`src/rau_pkg.sv`:
```
// shared types and codes for the rational arithmetic unit
// no dependencies
`default_nettype none

package rau_pkg;

    typedef enum logic [1:0] {
        FUNC_ADD = 2'd0,
        FUNC_SUB = 2'd1,
        FUNC_MUL = 2'd2,
        FUNC_DIV = 2'd3
    } func_t;

    typedef enum logic [3:0] {
        S_IDLE,
        S_MUL0,
        S_MUL1,
        S_MUL2,
        S_CHECK,
        S_GCD,
        S_GCD_WAIT,
        S_QN,
        S_QN_WAIT,
        S_QD,
        S_QD_WAIT,
        S_FINISH
    } state_t;

    typedef struct packed {
        logic busy;
        logic done;
    } div_stat_t;

    localparam int RESULT_WIDTH = 32;

endpackage

`default_nettype wire

```
`src/rau_if.sv`:
```
// valid/ready channels carrying operand and result items
// no dependencies
`default_nettype none

interface rau_in_if #(parameter int OPERAND_WIDTH = 16);
    logic                            valid;
    logic                            ready;
    logic [1:0]                      func;
    logic signed [OPERAND_WIDTH-1:0] a_num;
    logic signed [OPERAND_WIDTH-1:0] a_den;
    logic signed [OPERAND_WIDTH-1:0] b_num;
    logic signed [OPERAND_WIDTH-1:0] b_den;

    modport source (output valid, func, a_num, a_den, b_num, b_den, input ready);
    modport sink (input valid, func, a_num, a_den, b_num, b_den, output ready);
endinterface

interface rau_out_if;
    logic               valid;
    logic               ready;
    logic signed [31:0] result_num;
    logic signed [31:0] result_den;
    logic               status;

    modport source (output valid, result_num, result_den, status, input ready);
    modport sink (input valid, result_num, result_den, status, output ready);
endinterface

`default_nettype wire

```
`src/rau_div.sv`:
```
// unsigned restoring divider, one quotient bit per cycle
// depends on rau_pkg
`default_nettype none

module rau_div #(
    parameter int WIDTH = 33
) (
    input  wire logic               clk,
    input  wire logic               rst_n,
    input  wire logic               start,
    input  wire logic [WIDTH-1:0]   dividend,
    input  wire logic [WIDTH-1:0]   divisor,
    output rau_pkg::div_stat_t      stat,
    output logic [WIDTH-1:0]        quot,
    output logic [WIDTH-1:0]        rem
);
    import rau_pkg::*;

    localparam int CW = (WIDTH > 1) ? $clog2(WIDTH) : 1;

    logic [CW-1:0]    cnt_reg;
    logic             busy_reg;
    logic             done_reg;
    logic [WIDTH-1:0] quot_reg;
    logic [WIDTH-1:0] rem_reg;
    logic [WIDTH-1:0] div_reg;
    logic [WIDTH:0]   shifted;
    logic [WIDTH:0]   diff;

    assign shifted = {rem_reg, quot_reg[WIDTH-1]};
    assign diff    = shifted - {1'b0, div_reg};

    always_ff @(posedge clk or negedge rst_n)
    begin
        if (!rst_n)
        begin
            busy_reg <= 1'b0;
            done_reg <= 1'b0;
            cnt_reg  <= '0;
        end
        else
        begin
            done_reg <= 1'b0;
            if (start)
            begin
                busy_reg <= 1'b1;
                cnt_reg  <= '0;
            end
            else if (busy_reg)
            begin
                cnt_reg <= cnt_reg + 1'b1;
                if (cnt_reg == CW'(WIDTH - 1))
                begin
                    busy_reg <= 1'b0;
                    done_reg <= 1'b1;
                end
            end
        end
    end

    always_ff @(posedge clk)
    begin
        if (start)
        begin
            quot_reg <= dividend;
            rem_reg  <= '0;
            div_reg  <= divisor;
        end
        else if (busy_reg)
        begin
            if (!diff[WIDTH])
            begin
                rem_reg  <= diff[WIDTH-1:0];
                quot_reg <= {quot_reg[WIDTH-2:0], 1'b1};
            end
            else
            begin
                rem_reg  <= shifted[WIDTH-1:0];
                quot_reg <= {quot_reg[WIDTH-2:0], 1'b0};
            end
        end
    end

    assign stat.busy = busy_reg;
    assign stat.done = done_reg;
    assign quot      = quot_reg;
    assign rem       = rem_reg;

endmodule

`default_nettype wire

```
`src/rational_arithmetic_unit.sv`:
```
// top level of the rational arithmetic unit: sequencer, shared multiplier, gcd loop
// depends on rau_pkg, rau_if and rau_div
//
// usage: operand items (func, a_num/a_den, b_num/b_den) arrive on the operands
// channel, result items (result_num, result_den, status) leave on the result
// channel; both are valid/ready, an item moves when valid and ready are high.
// one item is worked on at a time; operands.ready is high only when idle.
// one shared signed multiplier forms the three cross products, then a shared
// restoring divider (one bit per cycle, N = min(2*OPERAND_WIDTH+1, 64) bits
// wide) runs the euclid remainder loop and the two final divisions; with
// 16-bit operands, N = 33.
// a zero denominator or a divide by a zero numerator skips the divider and
// gives a result with status set and zero fields.
// the result is held in an output register; a new item is accepted while it
// waits, and a finished item waits in the sequencer if the register is full.
// reset clears the sequencer and the result valid flag; no item is pending.
`default_nettype none

module rational_arithmetic_unit #(
    parameter int OPERAND_WIDTH = 16
) (
    input  wire logic  clk,
    input  wire logic  rst_n,
    rau_in_if.sink     operands,
    rau_out_if.source  result
);
    import rau_pkg::*;

    localparam int W  = OPERAND_WIDTH;
    localparam int NW = (2 * W + 1 > 64) ? 64 : 2 * W + 1;
    localparam int EW = (NW > RESULT_WIDTH) ? NW : RESULT_WIDTH;

    state_t state_reg;
    state_t state_next;

    logic [1:0]          op_reg;
    logic signed [W-1:0] an_reg;
    logic signed [W-1:0] ad_reg;
    logic signed [W-1:0] bn_reg;
    logic signed [W-1:0] bd_reg;
    logic                err_reg;

    logic signed [NW-1:0] num_reg;
    logic signed [NW-1:0] den_reg;
    logic signed [NW-1:0] x_reg;
    logic signed [NW-1:0] y_reg;
    logic signed [NW-1:0] g_reg;
    logic signed [NW-1:0] qn_reg;
    logic signed [NW-1:0] qd_reg;

    logic               res_valid_reg;
    logic signed [31:0] res_num_reg;
    logic signed [31:0] res_den_reg;
    logic               res_status_reg;

    logic                  in_fire;
    logic                  in_err;
    logic                  out_free;
    logic signed [W-1:0]   mul_a;
    logic signed [W-1:0]   mul_b;
    logic signed [2*W-1:0] prod;
    logic signed [NW-1:0]  prod_ext;

    logic                 div_start;
    logic [NW-1:0]        div_dividend;
    logic [NW-1:0]        div_divisor;
    div_stat_t            div_stat;
    logic [NW-1:0]        div_quot;
    logic [NW-1:0]        div_rem;
    logic signed [NW-1:0] rem_signed;
    logic                 q_neg;
    logic signed [NW-1:0] q_signed;
    logic signed [EW-1:0] qn_ext;
    logic signed [EW-1:0] qd_ext;

    function automatic logic [NW-1:0] mag(input logic signed [NW-1:0] v);
        return v[NW-1] ? NW'(-v) : NW'(v);
    endfunction

    assign in_fire  = operands.valid && operands.ready;
    assign in_err   = (operands.a_den == '0) || (operands.b_den == '0)
                      || ((operands.func == FUNC_DIV) && (operands.b_num == '0));
    assign out_free = !res_valid_reg || result.ready;

    // shared multiplier
    assign prod     = mul_a * mul_b;
    assign prod_ext = NW'(prod);

    assign rem_signed = x_reg[NW-1] ? NW'(-div_rem) : NW'(div_rem);
    assign q_signed   = q_neg ? NW'(-div_quot) : NW'(div_quot);

    always_comb
    begin
        state_next = state_reg;
        case (state_reg)
            S_IDLE:     if (in_fire) state_next = in_err ? S_FINISH : S_MUL0;
            S_MUL0:     state_next = S_MUL1;
            S_MUL1:     state_next = S_MUL2;
            S_MUL2:     state_next = S_CHECK;
            S_CHECK:    state_next = (den_reg == '0) ? S_FINISH : S_GCD;
            S_GCD:      state_next = S_GCD_WAIT;
            S_GCD_WAIT: if (div_stat.done) state_next = (rem_signed == '0) ? S_QN : S_GCD;
            S_QN:       state_next = S_QN_WAIT;
            S_QN_WAIT:  if (div_stat.done) state_next = S_QD;
            S_QD:       state_next = S_QD_WAIT;
            S_QD_WAIT:  if (div_stat.done) state_next = S_FINISH;
            S_FINISH:   if (out_free) state_next = S_IDLE;
            default:    state_next = S_IDLE;
        endcase
    end

    always_comb
    begin
        operands.ready = 1'b0;
        div_start      = 1'b0;
        div_dividend   = mag(den_reg);
        div_divisor    = mag(g_reg);
        mul_a          = an_reg;
        mul_b          = bd_reg;
        q_neg          = den_reg[NW-1] ^ g_reg[NW-1];
        case (state_reg)
            S_IDLE:
            begin
                operands.ready = 1'b1;
            end
            S_MUL0:
            begin
                mul_a = an_reg;
                mul_b = (op_reg == FUNC_MUL) ? bn_reg : bd_reg;
            end
            S_MUL1:
            begin
                mul_a = bn_reg;
                mul_b = ad_reg;
            end
            S_MUL2:
            begin
                mul_a = ad_reg;
                mul_b = (op_reg == FUNC_DIV) ? bn_reg : bd_reg;
            end
            S_GCD:
            begin
                div_start    = 1'b1;
                div_dividend = mag(x_reg);
                div_divisor  = mag(y_reg);
            end
            S_QN:
            begin
                div_start    = 1'b1;
                div_dividend = mag(num_reg);
            end
            S_QN_WAIT:
            begin
                q_neg = num_reg[NW-1] ^ g_reg[NW-1];
            end
            S_QD:
            begin
                div_start = 1'b1;
            end
            default:
            begin
                operands.ready = 1'b0;
            end
        endcase
    end

    always_ff @(posedge clk or negedge rst_n)
    begin
        if (!rst_n)
        begin
            state_reg     <= S_IDLE;
            res_valid_reg <= 1'b0;
        end
        else
        begin
            state_reg <= state_next;
            if ((state_reg == S_FINISH) && out_free)
                res_valid_reg <= 1'b1;
            else if (result.ready)
                res_valid_reg <= 1'b0;
        end
    end

    always_ff @(posedge clk)
    begin
        case (state_reg)
            S_IDLE:
            begin
                if (in_fire)
                begin
                    op_reg  <= operands.func;
                    an_reg  <= operands.a_num;
                    ad_reg  <= operands.a_den;
                    bn_reg  <= operands.b_num;
                    bd_reg  <= operands.b_den;
                    err_reg <= in_err;
                end
            end
            S_MUL0:
            begin
                num_reg <= prod_ext;
            end
            S_MUL1:
            begin
                if (op_reg == FUNC_ADD)
                    num_reg <= num_reg + prod_ext;
                else if (op_reg == FUNC_SUB)
                    num_reg <= num_reg - prod_ext;
            end
            S_MUL2:
            begin
                den_reg <= prod_ext;
            end
            S_CHECK:
            begin
                x_reg <= num_reg;
                y_reg <= den_reg;
                if (den_reg == '0)
                    err_reg <= 1'b1;
            end
            S_GCD_WAIT:
            begin
                if (div_stat.done)
                begin
                    if (rem_signed == '0)
                        g_reg <= y_reg;
                    else
                    begin
                        x_reg <= y_reg;
                        y_reg <= rem_signed;
                    end
                end
            end
            S_QN_WAIT:
            begin
                if (div_stat.done)
                    qn_reg <= q_signed;
            end
            S_QD_WAIT:
            begin
                if (div_stat.done)
                    qd_reg <= q_signed;
            end
            S_FINISH:
            begin
                if (out_free)
                begin
                    res_status_reg <= err_reg;
                    res_num_reg    <= err_reg ? '0 : qn_ext[31:0];
                    res_den_reg    <= err_reg ? '0 : qd_ext[31:0];
                end
            end
            default:
            begin
                op_reg <= op_reg;
            end
        endcase
    end

    assign qn_ext = EW'(qn_reg);
    assign qd_ext = EW'(qd_reg);

    rau_div #(
        .WIDTH (NW)
    ) u_div (
        .clk      (clk),
        .rst_n    (rst_n),
        .start    (div_start),
        .dividend (div_dividend),
        .divisor  (div_divisor),
        .stat     (div_stat),
        .quot     (div_quot),
        .rem      (div_rem)
    );

    assign result.valid      = res_valid_reg;
    assign result.result_num = res_num_reg;
    assign result.result_den = res_den_reg;
    assign result.status     = res_status_reg;

endmodule

`default_nettype wire

```
`src/flat_wrapper.sv`:
```
// flat-port wrapper written by rule: the top's interface ports become plain ports
module rational_arithmetic_unit_flat import rau_pkg::*;
#(
    parameter int OPERAND_WIDTH = 16
)
  (clk, rst_n, operands_valid, operands_func, operands_a_num, operands_a_den, operands_b_num, operands_b_den, operands_ready, result_valid, result_result_num, result_result_den, result_status, result_ready);
  rau_in_if #(.OPERAND_WIDTH(OPERAND_WIDTH)) operands_i ();
  rau_out_if result_i ();
  input  wire logic clk;
  input  wire logic rst_n;
  input wire logic [$bits(operands_i.valid)-1:0] operands_valid;
  input wire logic [$bits(operands_i.func)-1:0] operands_func;
  input wire logic [$bits(operands_i.a_num)-1:0] operands_a_num;
  input wire logic [$bits(operands_i.a_den)-1:0] operands_a_den;
  input wire logic [$bits(operands_i.b_num)-1:0] operands_b_num;
  input wire logic [$bits(operands_i.b_den)-1:0] operands_b_den;
  output wire logic [$bits(operands_i.ready)-1:0] operands_ready;
  output wire logic [$bits(result_i.valid)-1:0] result_valid;
  output wire logic [$bits(result_i.result_num)-1:0] result_result_num;
  output wire logic [$bits(result_i.result_den)-1:0] result_result_den;
  output wire logic [$bits(result_i.status)-1:0] result_status;
  input wire logic [$bits(result_i.ready)-1:0] result_ready;
  assign operands_i.valid = operands_valid;
  assign operands_i.func = operands_func;
  assign operands_i.a_num = operands_a_num;
  assign operands_i.a_den = operands_a_den;
  assign operands_i.b_num = operands_b_num;
  assign operands_i.b_den = operands_b_den;
  assign operands_ready = operands_i.ready;
  assign result_valid = result_i.valid;
  assign result_result_num = result_i.result_num;
  assign result_result_den = result_i.result_den;
  assign result_status = result_i.status;
  assign result_i.ready = result_ready;
  rational_arithmetic_unit #(.OPERAND_WIDTH(OPERAND_WIDTH)) u_core (.clk(clk), .rst_n(rst_n), .operands(operands_i), .result(result_i));
endmodule
```
`config.mk`:
```
export PLATFORM = sky130hd
export DESIGN_NAME = rational_arithmetic_unit_flat
export DESIGN_NICKNAME = d
export VERILOG_FILES = /design/src/rau_pkg.sv /design/src/rau_if.sv /design/src/rau_div.sv /design/src/rational_arithmetic_unit.sv /design/src/flat_wrapper.sv
export SDC_FILE = /design/constraint.sdc
export NUM_CORES = 2
export LEC_CHECK = 0
export ABC_AREA = 0
export BUFFER_PORTS_ARGS = -buffer_cell sky130_fd_sc_hd__buf_2
export CAP_MARGIN = 20
export CELL_PAD_IN_SITES_DETAIL_PLACEMENT = 2
export CELL_PAD_IN_SITES_GLOBAL_PLACEMENT = 2
export CORE_MARGIN = 2
export CORE_UTILIZATION = 35
export DETAILED_ROUTE_END_ITERATION = 12
export PLACE_DENSITY_LB_ADDON = 0.1
export RECOVER_POWER = 25
export SYNTH_ARGS = -nofsm -noshare
export SYNTH_HDL_FRONTEND = slang
export SYNTH_SLANG_ARGS = --single-unit
```
`constraint.sdc`:
```
create_clock -name clk -period 14.9 [get_ports clk]
set_input_delay 2.98 -clock clk [delete_from_list [all_inputs] [get_ports clk]]
set_output_delay 2.98 -clock clk [all_outputs]
set_load 0.01 [all_outputs]
```
=== Word-level counts from Yosys, hierarchy flattened ===
Index checks and enable logic that the tools add are counted.

* Bits in registers: 472
* Latch bits: 0
* Memory bits (writable): 0
* ROM bits: 0
* Bits of input ports: 70
* Output and inout bits: 67
* Memories: 0

* Add/sub/neg operators: 11
* $mul: 1
* Divide/modulo/power cells: 0
* Order comparisons: 0
* Equality and inequality tests: 24
* Shifts and indexed selects: 0
* Mux-type cells: 51
* Bitwise gates (word level): 2
* Reduce and logical (&&, ||, !) cells: 29

{| class="wikitable"
|+ Operators by type and width
! cell !! number
|-
| two-way mux 33 bit || 16
|-
| case mux 33 bit (2 select lines) || 4
|-
| negation 33 bit || 5
|-
| logical NOT 33 bit || 2
|-
| logical NOT 16 bit || 3
|-
| case mux 16 bit (3 select lines) || 1
|-
| case mux 4 bit (12 select lines) || 1
|-
| subtractor 34 x 33 -> 34 bit || 1
|-
| adder 33 x 32 -> 33 bit || 1
|-
| negation 32 -> 33 bit || 1
|-
| subtractor 33 x 32 -> 33 bit || 1
|-
| multiplier 16 x 16 -> 32 bit || 1
|-
| two-way mux 16 bit || 2
|-
| two-way mux 32 bit || 1
|-
| negation 32 bit || 1
|-
| case mux 16 bit (2 select lines) || 1
|-
| two-way mux 4 bit || 7
|-
| == test 4 x 3 -> 1 bit (second input constant) || 4
|-
| == test 4 bit (second input constant) || 4
|-
| two-way mux 1 bit || 14
|-
| two-way mux 6 bit || 2
|-
| AND reduction 2 bit || 5
|-
| nonzero test 2 bit || 5
|-
| AND reduction 3 bit || 3
|-
| other kinds (19) || 32
|}

=== Depth between registers and ports, before layout ===
* Word-level depth: 8
* Gate-level depth with buffers: 45
* Gate-level depth less buffers: 42

=== Hierarchy ===
A second synthesis with hierarchy kept.

* Cell total of the unflattened synthesis: 3943
* Area, all modules: 38094.0 um^2

{| class="wikitable"
|+ By module, submodules not included
! module !! times used !! cells each !! area an instance (um^2) !! sequential area each (um^2)
|-
| rational_arithmetic_unit || 1 || 3310 || 31715.4 || 10935.5
|-
| rau_div || 1 || 633 || 6378.6 || 2842.7
|}

=== Worst setup path before layout ===
OpenSTA, ideal clock, no wires.

* Kind: register to register
* From: reg u_core.state_reg[0]
* To: reg u_core.num_reg[32] (data pin)
* Library setup time: 269 ps
* Data arrival time: 10094 ps
* Required time: 14631 ps
* Slack: 4537 ps
* Stages on the path, launching flop included: 40
* Cell sequence: dfrtp_1 clkbuf_1 buf_1 buf_1 mux2i_1 a21o_1 clkbuf_1 nor2_1 fa_1 inv_1 fa_1 fa_1 fa_1 inv_1 fa_1 inv_1 fa_1 inv_1 (+4 left out) o21ai_0 nand2_1 xnor2_1 and3_1 and3_1 nor2_1 xor2_1 ha_1 o2111ai_1 or4b_1 o211ai_1 o41ai_2 o311ai_0 o41ai_1 xor2_1 mux2i_1 a221oi_1 o31ai_1

* Cells in the longest elaborated chain, start to end: 7

{| class="wikitable"
|+ RTL lines
! item !! line !! text
|-
| start, declared || rational_arithmetic_unit.sv:33 || <nowiki>state_t state_reg;</nowiki>
|-
| start signal, assigned || rational_arithmetic_unit.sv:176 || <nowiki>state_reg <= state_next;</nowiki>
|-
| == test 4 x 2 -> 1 bit, or another cell as far along || rational_arithmetic_unit.sv:121 || <nowiki>case (state_reg)</nowiki>
|-
| case mux 16 bit (3 select lines) or case mux 16 bit (2 select lines) (tied branches) || rational_arithmetic_unit.sv:121 ||
|-
| multiplier 16 x 16 -> 32 bit || rational_arithmetic_unit.sv:86 || <nowiki>assign prod = mul_a * mul_b;</nowiki>
|-
| subtractor 33 x 32 -> 33 bit || rational_arithmetic_unit.sv:208 || <nowiki>num_reg <= num_reg - prod_ext;</nowiki>
|-
| two-way mux 33 bit || rational_arithmetic_unit.sv:207 || <nowiki>else if (op_reg == FUNC_SUB)</nowiki>
|-
| two-way mux 33 bit || rational_arithmetic_unit.sv:205 || <nowiki>if (op_reg == FUNC_ADD)</nowiki>
|-
| case mux 33 bit (2 select lines) (*) || rational_arithmetic_unit.sv:186 || <nowiki>case (state_reg)</nowiki>
|-
| end signal, assigned || rational_arithmetic_unit.sv:201 || <nowiki>num_reg <= prod_ext;</nowiki>
|-
| end signal, assigned || rational_arithmetic_unit.sv:206 || <nowiki>num_reg <= num_reg + prod_ext;</nowiki>
|-
| end signal, assigned || rational_arithmetic_unit.sv:208 ||
|-
| end, declared || rational_arithmetic_unit.sv:43 || <nowiki>logic signed [NW-1:0] num_reg;</nowiki>
|}

Every way passes the cells marked *; elsewhere a longest branch is shown, timed or not. The select of a mux whose other input is x is not followed.
A chain may end at the register's enable or synchronous reset.

=== Worst setup path after layout ===
* From: reg u_core.state_reg[1]
* To: reg u_core.num_reg[32] (data pin)

Same word-level chain as after synthesis.

==> metrics.md <==
| Metric | Value |
|---|---|
| Yosys top cell area share | a little over a third |
| Via Count | 28500 |
| Core ar. | ~0.10 sq mm |
| Worst Skew | ~0.074 ns |
| Ys flop type | edfxtp_1 |
| Place WS | about 2.7 ns |
| Min cycle time layout | between 10 and 15 ns |
| CTS buffer count | 58 |
| Die width | roughly 330 um |
| # clock sinks | about 470 |
| Final TNS setup | 0 ns |
| Largest fanout on the critical path | 48 |
| Synth Area in XOR/XNOR | under 10% |
| Setup repair after global routing missed its margin | no |
| Clk pin slew, worst setup/hold paths | ~0.060 ns |
| Worst endpoint required time | about 15 ns |
| Slew HR | -119.0% |
| Worst Path Class, Setup | reg2reg |
| Layout Area Growth over Synthesis | 11.66% |
| Ratio of final minimum period to clock period | around four fifths |
| Synth warn | 0 |
| Initial antenna violation count | 2 |
| # IOs | roughly 140 |
| Post-layout nets | roughly 4400 |
| FMAX | slightly above 80 MHz |
| Layout fillers | around 11000 |
| Mapped Area | ~0.037 sq mm |
| Routed Antenna Nets | 0 |
| Synth Area in Compound Gates | between 10% and 20% |
| Hpwl dp | ~100000 um |
| Most common cell in the netlist | nand2_1 |
| GRT Overall Usage | roughly a quarter |
| Mapped Avg Cell Area | 9.701 sq um |
| Largest family of logic cells by synthesized area | adder cells |
| Clk_lat worst skew | a little under 0.7 ns |
| Outcome | finished with violations |
| Slew Limit Fails | around 270 |
| Hold Fails Final Rpt | 0 |
| Largest cells by area after synthesis | edfxtp_1 (35%), fa_1 (14%), ha_1 (5.5%) |
| Pre-antenna DRT Iters | 5 |
| Initial Utilization | a little over a third |
| CTS max path bufs | 3 |
| Hold slack final | a little over 0.5 ns |
| Setup crit end kind | register |
| Number of synthesized register bits | around 470 |
| Residual DRC | 0 |
| EDFF count, synth | 426 |
| Root Buffer Master | clkbuf_16 |
| Drt via density | between 5 and 6 |
| Post-synth top cells | nand2_1 (524), edfxtp_1 (426), inv_1 (422), nor2_1 (274), fa_1 (264) |
| Ys async rst share | 2.754% |
| # setup viols final | 0 |
| Post-synth top area cell | edfxtp_1 |
| CTS tree | yes |
| DIE AREA | between 0.1 and 0.15 sq mm |
| Crit Reg-Reg Startpoint | u_core.state_reg[1] |
| Worst slew pin tran | ~3.3 ns |
| WL/cell | about 24 um |
| Slowest library cell on the worst path | a21oi_1 |
| Setup bufs post-CTS | 0 |
| Mux cell area share after synthesis | less than 1% |
| Grt total ovfl | 0 |
| Post-CTS Resized | 0 |
| R2R depth | 37 |
| Die H | ~330 um |
| Simple-gate share of the synthesized area | between 10% and 20% |
| Sequential area share after synthesis | between 30% and 40% |
| Max incr delay on CP | 0.83 ns |
| Adder-cell area share of the yosys netlist | between 10% and 20% |
| Layout cell share with drive strength beyond 1 | about 8.2% |
| Rows | around 120 |
| IO Port Bufs | 136 |
| Syn Nets | roughly 4300 |
| Fin worst setup slack | ~2.8 ns |
| Worst r2r dst | u_core.num_reg[32] |
| CP Capture Point | u_core.num_reg[32] |
| Final GP Congestion | between 0.8 and 0.9 |
| Hold Buf Count CTS | 0 |
| Failing checks | capacitance limit, slew limit |
| Hold Crit Class | reg2reg |
| Reg2Reg Setup Slack | ~2.8 ns |
| Distinct cells, synth | between 80 and 90 |
| Max-cap violations | 7 |
| Worst Setup SP | u_core.state_reg[1] |
| CP most frequent cell | fa_1 |
| Worst path arrival time | ~12 ns |
| DR iter-0 viols | roughly 1500 |
| First-pass GRT wire length | between 150000 and 200000 um |
| Syn Inst Count | between 3000 and 4000 |
| Vias in the first global route | roughly 32000 |
| H-tree levels | 2 |
| CP Launch Type | register |
| Routed WL | approximately 130000 um |
| Largest net degree at the start of global routing | a little over 90 |
==> critical path, delay by kind of cell (launching register included) <==
family	cells	cell delay, ns
buffers and inverters	5	0.80
and+or+nand+nor	8	1.86
xor gates and xnor gates	3	0.73
muxes	1	0.13
adders and majority gates	8	3.83
AOI/OAI and AO/OA	12	3.62
DFF	1	0.69
==> layout make-up <==
cell class / count / area (sq um) / share of cell area (%)
diodes: 1 / 2.502 / 0.006076
clock buffers: 72 / 1554 / 3.773
clock inverters: 37 / 510.5 / 1.240
inverters: 422 / 1584 / 3.846
multi-input cells: 2753 / 21020 / 51.05
flip-flops and latches: 472 / 13780 / 33.46
well taps: 1391 / 1740 / 4.226
repair buffers: 181 / 988.4 / 2.400
==> stage by stage <==
step	utilization, %	cell area [sq um]	std cells
2_1_floorplan	-	36880	3802
3_3_place_gp	37.29	39140	5217
3_5_place_dp	37.29	39140	5217
4_1_cts	39.26	41210	5326
5_1_grt	39.23	41180	5328
6_report	39.23	41180	5329
==> cell usage in the layout (no fill, tap or decap), types with 37 or more instances in the layout <==
cell,n
a21o_1,62
a21oi_1,146
buf_2,135
buf_4,37
clkbuf_16,58
edfxtp_1,426
fa_1,264
ha_1,161
inv_1,422
nand2_1,524
nor2_1,269
nor2b_1,81
o21ai_0,254
o31ai_1,62
or3_1,51
xnor2_1,207
xor2_1,123
==> how the worst min path moves through the flow <==
stage                     cells after the start               end              from  slack [ns]
final                                         0   u_core.g_reg[0]   u_core.y_reg[0]        0.52
after global routing                          0   u_core.g_reg[0]   u_core.y_reg[0]        0.53
after detailed placement                      0   u_core.g_reg[0]   u_core.y_reg[0]        0.51
after global placement                        0   u_core.g_reg[0]   u_core.y_reg[0]        0.50
after CTS                                     0  u_core.g_reg[13]  u_core.y_reg[13]        0.52
after floorplan                               0  u_core.g_reg[32]  u_core.y_reg[32]        0.42
==> logic make-up after synthesis <==
| kind of cell | count (synthesis) |
|---|---|
| AND/OR/NAND/NOR | 1200 |
| AO/OA/AOI/OAI | 765 |
| buffers and inverters | 577 |
| flip-flops | 472 |
| adder cells (fa/ha/maj) | 425 |
| XOR/XNOR | 331 |
| multiplexers | 32 |
==> per-layer routing <==
layer,part of all wire [%],GRT usage (%),up-vias
met5,0.0055,0,-
met4,4.2,9.301,2
met3,3.0,2.491,205
met2,51,43.46,526
met1,42,29.01,14560
li1,-,-,13210
Power is left out: the tool's default activity adds up to more than one toggle a clock period on the data nets, which glitch-free logic cannot reach.
